`src/hdl/kdda_pkg.sv`:
```
// Shared types, constants and helpers for the key debounce and door alarm block.
package kdda_pkg;

  localparam int DEF_NUM_KEYS       = 3;
  localparam int DEF_DEBOUNCE_TICKS = 5;

  localparam int PIN_KEYS   = 3;
  localparam int KEY_IDX_W  = 2;
  localparam int CNT_W      = 8;
  localparam int TIME_W     = 16;
  localparam int CFG_IDX_W  = 2;
  localparam int CFG_DATA_W = 16;

  typedef enum logic [CFG_IDX_W-1:0] {
    CFG_DOOR_EN      = 2'd0,
    CFG_ALARM_DELAY  = 2'd1,
    CFG_REPEAT_PER   = 2'd2
  } cfg_idx_t;

  localparam logic [TIME_W-1:0] ALARM_DELAY_RST = 16'd1000;
  localparam logic [TIME_W-1:0] REPEAT_PER_RST  = 16'd3000;

  typedef struct packed {
    logic start;
    logic rpt;
    logic active;
  } alarm_stat_t;

  function automatic logic [CNT_W-1:0] sat_inc8(input logic [CNT_W-1:0] v);
    sat_inc8 = (v == {CNT_W{1'b1}}) ? v : v + 1'b1;
  endfunction

  function automatic logic [TIME_W-1:0] sat_inc16(input logic [TIME_W-1:0] v);
    sat_inc16 = (v == {TIME_W{1'b1}}) ? v : v + 1'b1;
  endfunction

endpackage

```
`src/hdl/kdda_in_if.sv`:
```
// Input channel: one poll tick word of active-low pins.
interface kdda_in_if;
  logic       valid;
  logic       ready;
  logic       touch_pin_n;
  logic [2:0] key_pins_n;
  logic       door_pin_n;

  modport source(output valid, touch_pin_n, key_pins_n, door_pin_n, input ready);
  modport sink(input valid, touch_pin_n, key_pins_n, door_pin_n, output ready);
endinterface

```
`src/hdl/kdda_out_if.sv`:
```
// Result channel: event word for one poll tick.
interface kdda_out_if;
  logic       valid;
  logic       ready;
  logic       touch_event;
  logic       key_event;
  logic [1:0] key_index;
  logic       alarm_start;
  logic       alarm_repeat;
  logic       alarm_active;

  modport source(output valid, touch_event, key_event, key_index, alarm_start,
                 alarm_repeat, alarm_active, input ready);
  modport sink(input valid, touch_event, key_event, key_index, alarm_start,
               alarm_repeat, alarm_active, output ready);
endinterface

```
`src/hdl/kdda_cfg_if.sv`:
```
// Configuration write channel: register index and data word.
interface kdda_cfg_if;
  logic        valid;
  logic        ready;
  logic [1:0]  index;
  logic [15:0] data;

  modport source(output valid, index, data, input ready);
  modport sink(input valid, index, data, output ready);
endinterface

```
`src/hdl/kdda_door_alarm.sv`:
```
// Door left-open alarm: open timer, alarm flag and repeat timer.
module kdda_door_alarm
  import kdda_pkg::*;
(
  input  logic              clk,
  input  logic              rst_n,
  input  logic              step,
  input  logic              door_open,
  input  logic [TIME_W-1:0] delay,
  input  logic [TIME_W-1:0] period,
  output alarm_stat_t       stat
);

  logic              seen_r, seen_nxt;
  logic              flag_r, flag_nxt;
  logic [TIME_W-1:0] open_time_r, open_time_nxt;
  logic [TIME_W-1:0] rep_time_r, rep_time_nxt;
  logic              start, rpt;

  always_comb begin
    seen_nxt      = seen_r;
    flag_nxt      = flag_r;
    open_time_nxt = open_time_r;
    rep_time_nxt  = rep_time_r;
    start         = 1'b0;
    rpt           = 1'b0;
    if (step) begin
      if (!door_open) begin
        seen_nxt      = 1'b1;
        open_time_nxt = '0;
        flag_nxt      = 1'b0;
        rep_time_nxt  = '0;
      end else begin
        open_time_nxt = sat_inc16(open_time_r);
        if (seen_r && !flag_r && (open_time_nxt > delay)) begin
          flag_nxt     = 1'b1;
          rep_time_nxt = '0;
          start        = 1'b1;
        end
      end
      if (flag_nxt) begin
        rep_time_nxt = sat_inc16(rep_time_nxt);
        if (rep_time_nxt > period) begin
          rep_time_nxt = '0;
          rpt          = 1'b1;
        end
      end
    end
  end

  always_ff @(posedge clk) begin
    if (!rst_n) begin
      seen_r      <= 1'b0;
      flag_r      <= 1'b0;
      open_time_r <= '0;
      rep_time_r  <= '0;
    end else begin
      seen_r      <= seen_nxt;
      flag_r      <= flag_nxt;
      open_time_r <= open_time_nxt;
      rep_time_r  <= rep_time_nxt;
    end
  end

  assign stat.start  = start;
  assign stat.rpt    = rpt;
  assign stat.active = flag_nxt;

endmodule

```
`src/hdl/key_debounce_door_alarm_core.sv`:
```
// Top: touch/key debouncer, door alarm; one tick word per cycle unless stalled.
//
//   channel | dir | handshake       | word
//   in_if   | in  | valid / ready   | touch_pin_n, key_pins_n, door_pin_n
//   out_if  | out | valid / ready   | touch/key events, key_index, alarm flags
//   cfg_if  | in  | valid / ready   | index, data (door enable, delay, period)
//
// One tick word per clock while ready; its result appears in the next cycle.
// State updates at the accepting edge; the output register decouples the sides,
// so in_if.ready is high whenever the output register is empty or being taken.
// cfg_if.ready is always high. Sync active-low reset sets all but output data.
module key_debounce_door_alarm_core
  import kdda_pkg::*;
#(
  parameter int NUM_KEYS       = DEF_NUM_KEYS,
  parameter int DEBOUNCE_TICKS = DEF_DEBOUNCE_TICKS
)(
  input  logic        clk,
  input  logic        rst_n,
  kdda_in_if.sink     in_if,
  kdda_out_if.source  out_if,
  kdda_cfg_if.sink    cfg_if
);

  localparam int PW = (NUM_KEYS > PIN_KEYS) ? NUM_KEYS : PIN_KEYS;
  localparam logic [CNT_W-1:0] DB_TICKS = CNT_W'(DEBOUNCE_TICKS);

  logic              door_en_r;
  logic [TIME_W-1:0] delay_r, period_r;

  logic              touch_lat_r, touch_lat_nxt;
  logic [CNT_W-1:0]  touch_cnt_r, touch_cnt_nxt;
  logic [CNT_W-1:0]  key_cnt_r [NUM_KEYS];
  logic [CNT_W-1:0]  key_cnt_nxt [NUM_KEYS];
  logic              key_lat_r [NUM_KEYS];
  logic              key_lat_nxt [NUM_KEYS];

  logic                 out_valid_r;
  logic                 touch_ev_r, key_ev_r, a_start_r, a_rep_r, a_act_r;
  logic [KEY_IDX_W-1:0] key_idx_r;

  logic                 step, touch_ev, key_ev, taken;
  logic [KEY_IDX_W-1:0] key_idx;
  logic [PW-1:0]        pins_ext;
  alarm_stat_t          alarm;

  assign step         = in_if.valid && in_if.ready;
  assign in_if.ready  = !out_valid_r || out_if.ready;
  assign cfg_if.ready = 1'b1;

  always_ff @(posedge clk) begin
    if (!rst_n) begin
      door_en_r <= 1'b0;
      delay_r   <= ALARM_DELAY_RST;
      period_r  <= REPEAT_PER_RST;
    end else if (cfg_if.valid) begin
      case (cfg_if.index)
        CFG_DOOR_EN:     door_en_r <= cfg_if.data[0];
        CFG_ALARM_DELAY: delay_r   <= cfg_if.data;
        CFG_REPEAT_PER:  period_r  <= cfg_if.data;
        default: ;
      endcase
    end
  end

  always_comb begin
    touch_cnt_nxt = touch_cnt_r;
    touch_lat_nxt = touch_lat_r;
    touch_ev      = 1'b0;
    if (step) begin
      if (in_if.touch_pin_n) begin
        touch_cnt_nxt = '0;
        touch_lat_nxt = 1'b0;
      end else begin
        touch_cnt_nxt = sat_inc8(touch_cnt_r);
        if (!touch_lat_r && (touch_cnt_nxt >= DB_TICKS)) begin
          touch_lat_nxt = 1'b1;
          touch_cnt_nxt = '0;
          touch_ev      = 1'b1;
        end
      end
    end
  end

  // keys past the pin field read as released
  always_comb begin
    pins_ext      = {PW{1'b1}};
    pins_ext[2:0] = in_if.key_pins_n;
    taken         = 1'b0;
    key_ev        = 1'b0;
    key_idx       = '0;
    for (int i = 0; i < NUM_KEYS; i++) begin
      key_cnt_nxt[i] = key_cnt_r[i];
      key_lat_nxt[i] = key_lat_r[i];
      if (step && !touch_ev) begin
        if (!pins_ext[i] && !taken) begin
          taken          = 1'b1;
          key_cnt_nxt[i] = sat_inc8(key_cnt_r[i]);
        end else if (key_lat_r[i]) begin
          key_cnt_nxt[i] = '0;
          key_lat_nxt[i] = 1'b0;
        end else if (key_cnt_r[i] >= DB_TICKS) begin
          key_lat_nxt[i] = 1'b1;
          key_cnt_nxt[i] = '0;
          if (!key_ev) begin
            key_ev  = 1'b1;
            key_idx = KEY_IDX_W'(i);
          end
        end
      end
    end
  end

  kdda_door_alarm u_door (
    .clk       (clk),
    .rst_n     (rst_n),
    .step      (step && !touch_ev && door_en_r),
    .door_open (in_if.door_pin_n),
    .delay     (delay_r),
    .period    (period_r),
    .stat      (alarm)
  );

  always_ff @(posedge clk) begin
    if (!rst_n) begin
      touch_cnt_r <= '0;
      touch_lat_r <= 1'b0;
      out_valid_r <= 1'b0;
      for (int i = 0; i < NUM_KEYS; i++) begin
        key_cnt_r[i] <= '0;
        key_lat_r[i] <= 1'b0;
      end
    end else begin
      touch_cnt_r <= touch_cnt_nxt;
      touch_lat_r <= touch_lat_nxt;
      for (int i = 0; i < NUM_KEYS; i++) begin
        key_cnt_r[i] <= key_cnt_nxt[i];
        key_lat_r[i] <= key_lat_nxt[i];
      end
      if (step) begin
        out_valid_r <= 1'b1;
      end else if (out_if.ready) begin
        out_valid_r <= 1'b0;
      end
    end
  end

  always_ff @(posedge clk) begin
    if (step) begin
      touch_ev_r <= touch_ev;
      key_ev_r   <= key_ev;
      key_idx_r  <= key_idx;
      a_start_r  <= alarm.start;
      a_rep_r    <= alarm.rpt;
      a_act_r    <= alarm.active;
    end
  end

  assign out_if.valid        = out_valid_r;
  assign out_if.touch_event  = touch_ev_r;
  assign out_if.key_event    = key_ev_r;
  assign out_if.key_index    = key_idx_r;
  assign out_if.alarm_start  = a_start_r;
  assign out_if.alarm_repeat = a_rep_r;
  assign out_if.alarm_active = a_act_r;

endmodule

```
`src/flat_wrapper.sv`:
```
// flat-port wrapper written by rule: the top's interface ports become plain ports
module key_debounce_door_alarm_core_flat import kdda_pkg::*;
#(
  parameter int NUM_KEYS       = DEF_NUM_KEYS,
  parameter int DEBOUNCE_TICKS = DEF_DEBOUNCE_TICKS
)
  (clk, rst_n, in_if_valid, in_if_touch_pin_n, in_if_key_pins_n, in_if_door_pin_n, in_if_ready, out_if_valid, out_if_touch_event, out_if_key_event, out_if_key_index, out_if_alarm_start, out_if_alarm_repeat, out_if_alarm_active, out_if_ready, cfg_if_valid, cfg_if_index, cfg_if_data, cfg_if_ready);
  kdda_in_if in_if_i ();
  kdda_out_if out_if_i ();
  kdda_cfg_if cfg_if_i ();
  input  logic clk;
  input  logic rst_n;
  input wire logic [$bits(in_if_i.valid)-1:0] in_if_valid;
  input wire logic [$bits(in_if_i.touch_pin_n)-1:0] in_if_touch_pin_n;
  input wire logic [$bits(in_if_i.key_pins_n)-1:0] in_if_key_pins_n;
  input wire logic [$bits(in_if_i.door_pin_n)-1:0] in_if_door_pin_n;
  output wire logic [$bits(in_if_i.ready)-1:0] in_if_ready;
  output wire logic [$bits(out_if_i.valid)-1:0] out_if_valid;
  output wire logic [$bits(out_if_i.touch_event)-1:0] out_if_touch_event;
  output wire logic [$bits(out_if_i.key_event)-1:0] out_if_key_event;
  output wire logic [$bits(out_if_i.key_index)-1:0] out_if_key_index;
  output wire logic [$bits(out_if_i.alarm_start)-1:0] out_if_alarm_start;
  output wire logic [$bits(out_if_i.alarm_repeat)-1:0] out_if_alarm_repeat;
  output wire logic [$bits(out_if_i.alarm_active)-1:0] out_if_alarm_active;
  input wire logic [$bits(out_if_i.ready)-1:0] out_if_ready;
  input wire logic [$bits(cfg_if_i.valid)-1:0] cfg_if_valid;
  input wire logic [$bits(cfg_if_i.index)-1:0] cfg_if_index;
  input wire logic [$bits(cfg_if_i.data)-1:0] cfg_if_data;
  output wire logic [$bits(cfg_if_i.ready)-1:0] cfg_if_ready;
  assign in_if_i.valid = in_if_valid;
  assign in_if_i.touch_pin_n = in_if_touch_pin_n;
  assign in_if_i.key_pins_n = in_if_key_pins_n;
  assign in_if_i.door_pin_n = in_if_door_pin_n;
  assign in_if_ready = in_if_i.ready;
  assign out_if_valid = out_if_i.valid;
  assign out_if_touch_event = out_if_i.touch_event;
  assign out_if_key_event = out_if_i.key_event;
  assign out_if_key_index = out_if_i.key_index;
  assign out_if_alarm_start = out_if_i.alarm_start;
  assign out_if_alarm_repeat = out_if_i.alarm_repeat;
  assign out_if_alarm_active = out_if_i.alarm_active;
  assign out_if_i.ready = out_if_ready;
  assign cfg_if_i.valid = cfg_if_valid;
  assign cfg_if_i.index = cfg_if_index;
  assign cfg_if_i.data = cfg_if_data;
  assign cfg_if_ready = cfg_if_i.ready;
  key_debounce_door_alarm_core #(.NUM_KEYS(NUM_KEYS), .DEBOUNCE_TICKS(DEBOUNCE_TICKS)) u_core (.clk(clk), .rst_n(rst_n), .in_if(in_if_i), .out_if(out_if_i), .cfg_if(cfg_if_i));
endmodule
```
`config.mk`:
```
export PLATFORM = sky130hd
export DESIGN_NAME = key_debounce_door_alarm_core_flat
export DESIGN_NICKNAME = d
export VERILOG_FILES = /design/src/hdl/kdda_pkg.sv /design/src/hdl/kdda_in_if.sv /design/src/hdl/kdda_out_if.sv /design/src/hdl/kdda_cfg_if.sv /design/src/hdl/kdda_door_alarm.sv /design/src/hdl/key_debounce_door_alarm_core.sv /design/src/flat_wrapper.sv
export SDC_FILE = /design/constraint.sdc
export NUM_CORES = 1
export LEC_CHECK = 0
export BUFFER_PORTS_ARGS = -buffer_cell sky130_fd_sc_hd__buf_2
export CAP_MARGIN = 20
export CORE_ASPECT_RATIO = 0.6
export CORE_UTILIZATION = 60
export CTS_BUF_LIST = sky130_fd_sc_hd__clkbuf_8
export CTS_CLUSTER_SIZE = 30
export DETAILED_ROUTE_END_ITERATION = 6
export HOLD_SLACK_MARGIN = 0.12
export PLACE_DENSITY = 0.75
export SYNTH_ARGS = -nofsm -noshare
export SYNTH_HDL_FRONTEND = slang
export SYNTH_HIERARCHICAL = 1
export SYNTH_SLANG_ARGS = --single-unit
```
`constraint.sdc`:
```
create_clock -name clk -period 8.3 [get_ports clk]
set_input_delay 1.66 -clock clk [delete_from_list [all_inputs] [get_ports clk]]
set_output_delay 1.66 -clock clk [all_outputs]
set_load 0.02 [all_outputs]
```
# == After elaboration in Yosys (flattened, before gate mapping) ==
# Memories as Yosys holds them, arrays and structs flattened.
# Index checks and enable logic that the tools add are counted.
# totals
regBits,84
ramBits,27
in_bits,28
output_inout_bits,10
elab_cells,155
mem_count,2
# memory_table
name,words,word_bits,read_ports,rd_clocked_by_memory_dff,write_ports,line_no,source
u_core.key_cnt_r,3,8,3,0,3,key_debounce_door_alarm_core.sv:33,logic [CNT_W-1:0] key_cnt_r [NUM_KEYS];
u_core.key_lat_r,3,1,3,0,3,key_debounce_door_alarm_core.sv:35,logic key_lat_r [NUM_KEYS];
# classes
n_addsub,6
n_lt_le_gt_ge,6
eq_ne,8
n_mux,83
bitwise,7
reduce_logical,27
# ops
op,count
$mux 8,21
$mux 16,8
$mux 1,45
$add 16x1->16 const B,2
$add 8x1->8 const B,4
$eq 16x16->1 const B,2
$eq 8x8->1 const B,4
$ge 8x3->1 const B,4
$gt 16x16->1,2
$mux 2,9
$reduce_and 2->1,7
$logic_and 1x1->1,8
$logic_not 1->1,8
$or 1x1->1,6
$reduce_bool 2->1,2
$eq 2x1->1 const B,1
$eq 2x2->1 const B,1
$logic_not 2->1,1
$logic_or 1x1->1,1
$not 1->1,1

# == Logic depth before layout (Yosys ltp) ==
# logic_depth
depth_word,20
ltp_mapped,31
depth_no_buf,28

# == Modules after synthesis ==
# Netlist, hierarchy kept.
# by_module_without_submodules
module,n_inst,cells_each,area_per_inst_um2,seq_area_each_um2
key_debounce_door_alarm_core,1,457,3885.0,1611.5
kdda_door_alarm,1,389,3075.4,680.7

# == Least setup slack after synthesis ==
# No wires, ideal clock.
# synth_timing
path_type,register -> register
startpoint,register u_core.u_door.open_time_r[0]
endpoint,register u_core.u_door.rep_time_r[11]
setup_ns,0.091
t_arrival_ns,6.173
t_required_ns,8.209
setup_slack_ns,2.036
path_stages_with_launch,31
n_path_buf,4
period_less_slack_ns,6.264
path_cell_list,dfxtp_1 -> ha_1 -> and4_1 -> buf_2 -> a31oi_1 -> nand4_1 -> xnor2_1 -> ha_1 -> a21oi_1 -> o21ai_0 -> a211oi_1 -> a41oi_4 -> buf_6 -> nor2_1 -> ha_1 -> and3_1 -> and3_1 -> clkbuf_1 -> a21oi_1 -> and3_1 -> xor2_1 -> and2_1 -> ha_1 -> a21oi_1 -> o21a_1 -> o2bb2ai_1 -> a2111o_1 -> a21oi_4 -> buf_6 -> a21oi_1 -> a311oi_1
# synth_via
elab_chain_cells,12
word_cells_on_any_way,17
classes_between,2 x add/sub; 2 x order compare; 2 x eq/ne; 10 x mux; 1 x reduce/logical
# synth_lines
element,line_no,source
"start, declared",kdda_door_alarm.sv:16,"logic [TIME_W-1:0] open_time_r, open_time_nxt;"
"start signal, assigned",kdda_door_alarm.sv:60,open_time_r <= open_time_nxt;
$add 16x1->16 or $eq 16x16->1 (tied branches),kdda_pkg.sv:34,sat_inc16 = (v == {TIME_W{1'b1}}) ? v : v + 1'b1;
$mux 16 (*),kdda_pkg.sv:34,
$gt 16x16->1 (*),kdda_door_alarm.sv:35,if (seen_r && !flag_r && (open_time_nxt > delay)) begin
$logic_and 1x1->1 (*),kdda_door_alarm.sv:35,
$mux 16,kdda_door_alarm.sv:35,
$mux 16,kdda_door_alarm.sv:28,if (!door_open) begin
$mux 16,kdda_door_alarm.sv:27,if (step) begin
$add 16x1->16 or $eq 16x16->1 (tied branches),kdda_pkg.sv:34,
$mux 16,kdda_pkg.sv:34,
$gt 16x16->1,kdda_door_alarm.sv:43,if (rep_time_nxt > period) begin
$mux 16,kdda_door_alarm.sv:43,
$mux 16 (*),kdda_door_alarm.sv:41,if (flag_nxt) begin
"end signal, assigned",kdda_door_alarm.sv:61,rep_time_r <= rep_time_nxt;
"end, declared",kdda_door_alarm.sv:17,"logic [TIME_W-1:0] rep_time_r, rep_time_nxt;"
# Every way passes the cells marked *; elsewhere a longest branch is shown, timed or not. The select of a mux whose other input is x is not followed.
# A chain may end at the register's enable or synchronous reset.

# == Worst setup path in the final report ==
# layout_timing
startpoint,register u_core.u_door.open_time_r[3]
endpoint,register u_core.u_door.rep_time_r[11]
# Same word-level chain as after synthesis.

==> impl_metrics.env <==
export IMPL_finalHoldViolCount=0
export IMPL_grt_pass1_wl_um=28700
export IMPL_intPower_uw=742.8
export IMPL_cts_setup_buffers=0
export IMPL_drtIter0Drc=547
export IMPL_status="finished, final reports clean"
export IMPL_cts_sinks=111
export IMPL_p_comb_frac=0.088
export IMPL_avgViaCountPerCell=6.295
export IMPL_yosys_cell_types_count=84
export IMPL_p_clk_frac=0.355
export IMPL_grt_antenna_before_repair=0
export IMPL_routabilityCongestion=0.9345
export IMPL_grt_pass1_vias=5743
export IMPL_die_area_um2=12050
export IMPL_dpl_instance_area_um2=7142
export IMPL_track_usage=0.3005
export IMPL_fin_skew_ns=0.01346
export IMPL_portBuffers=36
export IMPL_grt_overflow_total=0
export IMPL_cts_resized=0
export IMPL_start_util=0.6161
export IMPL_dp_cells=1003
export IMPL_clk_pin_slew_ns=0.11
export IMPL_numCtsBuffers=9
export IMPL_grt_max_degree=61
export IMPL_design_area_um2=7380
export IMPL_ant_nets=0
export IMPL_rsz0062_at_grt="no"
export IMPL_synth_edf_count=7
export IMPL_final_cell_mix="nand2_1, dfxtp_1, a21oi_1, inv_1, ha_1"
export IMPL_fmaxAchievable_mhz=135.6
export IMPL_ys_async_sr_fraction=0
export IMPL_yosysSeqAreaShare=0.3293
export IMPL_dieWidth_um=141.1
export IMPL_cpMostUsedCell="and3_1"
export IMPL_syn_num_nets=918
export IMPL_synth_main_ff_cell="dfxtp_1"
export IMPL_cts_tree="yes"
export IMPL_ir_worst_vdd_uv=116.7
export IMPL_wl_per_cell_um=17.35
export IMPL_firstDrtPassIters=5
export IMPL_drc_errors=0
export IMPL_critPathLaunchType="register"
export IMPL_path_class="reg -> reg"
export IMPL_syn_to_final_growth_pct=6.022
export IMPL_ios=38
export IMPL_wl_um=17710
export IMPL_pwr_share_seq=0.558
export IMPL_place_hpwl_um=12830
export IMPL_period_share=0.8884
export IMPL_slew_violations=0
export IMPL_instances_no_fill=1021
export IMPL_worst_slew_pin_transition_ns=1.027
export IMPL_synth_area_um2=6960
export IMPL_final_util=0.6532
export IMPL_fin_nets=928
export IMPL_rows=30
export IMPL_vias=6427
export IMPL_cp_arrival_ns=7.67
export IMPL_critPathRequiredTime_ns=8.60
export IMPL_period_minus_slack_ns=7.374
export IMPL_cts_buffer_depth=2
export IMPL_ctsRootBufferMaster="clkbuf_8"
export IMPL_end_kind="register"
export IMPL_postSynthCellCount=846
export IMPL_powerDensity_nw_per_um2=134.5
export IMPL_finalSetupTns_ns=0
export IMPL_final_common_cell="nand2_1"
export IMPL_die_h_um=85.43
export IMPL_max_cap_violations=0
export IMPL_sw_frac_of_total=0.2519
export IMPL_drive_gt1_frac=0.09524
export IMPL_syn_area_per_cell_um2=8.227
export IMPL_n_antenna_cell=0
export IMPL_core_area_um2=11300
export IMPL_synth_seq_cells=111
export IMPL_hold_buffers=0
export IMPL_relSlewSlack=0.3096
export IMPL_htree_levels=3
export IMPL_ys_warn_count=6
export IMPL_finalSetupViolCount=0
export IMPL_hold_class="reg -> reg"
export IMPL_worst_path_max_delay_cell="a211oi_1"
export IMPL_critical_path_max_stage_delay_ns=0.67
export IMPL_switching_power_uw=250.1
export IMPL_clock_latency_ns=0.39
export IMPL_leakagePower_uw=0.002926
export IMPL_critPathMaxFanout=14
## flip-flops by register name, indices dropped and copies added (netlist names), 2 cells and up
register and flops:
u_core/delay_r 16, u_core/touch_cnt_r 8, u_core/u_door/rep_time_r 16, u_core/key_cnt_r 24
u_core/u_door/open_time_r 16, u_core/key_lat_r 3, u_core/out_if.key_index 2, u_core/period_r 16
## layout make-up
cell class / count / area, µm²
clock inverter: 7 / 81.33
tap: 160 / 200.2
clock buffer: 9 / 123.9
inverter: 51 / 191.4
timing repair buffer: 42 / 242.7
fill: 945 / 3919
multi-input combinational: 641 / 4248
sequential: 111 / 2292
## power by group through the flow
stage	registers [µW]	logic [µW]	clock network, µW
final	554	87.0	352
after global routing	555	96.3	375
after CTS	554	84.0	359
after detailed placement	566	83.4	0
after global placement	566	80.4	0
after floorplan	567	54.8	0
## critical path: cells and delay by family (launching register included)
kind,cells,cell delay [ns]
adder cells (fa/ha/maj),3,0.77
flip-flops,1,0.47
XOR/XNOR,2,0.37
AO/OA/AOI/OAI,11,2.70
AND/OR/NAND/NOR,12,2.94
## worst paths after layout
path                                              from                                   endpoint  slack [ns]  depth (start not counted)
max          u_core/u_door/open_time_r[3]$_SDFFE_PN0P_  u_core/u_door/rep_time_r[11]$_SDFFE_PN0P_        0.93                         28
min                     u_core/delay_r[1]$_SDFFE_PN0P_             u_core/delay_r[1]$_SDFFE_PN0P_        0.47                          2
max reg2reg  u_core/u_door/open_time_r[3]$_SDFFE_PN0P_  u_core/u_door/rep_time_r[11]$_SDFFE_PN0P_        0.93                         28
min reg2reg             u_core/delay_r[1]$_SDFFE_PN0P_             u_core/delay_r[1]$_SDFFE_PN0P_        0.47                          2
## stage by stage
step                      total power, µW  worst slack [ns]  hold WS (ns)
after floorplan                     621.6             2.036        0.4363
after global placement              645.9             1.536        0.4474
after detailed placement            649.5             1.204        0.4532
after CTS                           997.2             1.110        0.4679
after global routing                 1026            0.5045        0.4909
final                               992.9            0.9259        0.4672
## kinds of logic (layout without fill, tap and decap cells)
family	Yosys count	count (layout)	share of synthesized area
compound gates	215	215	0.2254
xor+xnor	19	19	0.02391
fa+ha+maj	44	44	0.07909
buf+inv	94	109	0.06040
flops	111	111	0.3293
mux	6	6	0.008988
other cells	1	1	0.0005388
simple gates	356	356	0.2723
## routing by layer
layer | GRT usage | up-vias | share of wire
met2 | 0.4722 | 261 | 0.44
li1 | - | 3113 | -
met5 | 0 | - | 0
met1 | 0.4183 | 3004 | 0.47
met4 | 0.08696 | 0 | 0.023
met3 | 0.06038 | 49 | 0.064
## synthesized netlist by cell type (13+ instances only)
cell,instances,area share
nand2_1,115,0.062
dfxtp_1,104,0.30
a21oi_1,74,0.053
inv_1,50,0.027
ha_1,44,0.079
nand3_1,39,0.028
nor2_1,35,0.019
clkbuf_1,27,0.015
o21ai_0,24,0.017
nand4_1,23,0.021
nor2b_1,23,0.021
nor3_1,21,0.015
and3_1,17,0.015
o31ai_1,14,0.015
or4_1,13,0.014
No activity file was read; power rests on OpenSTA's default activity.
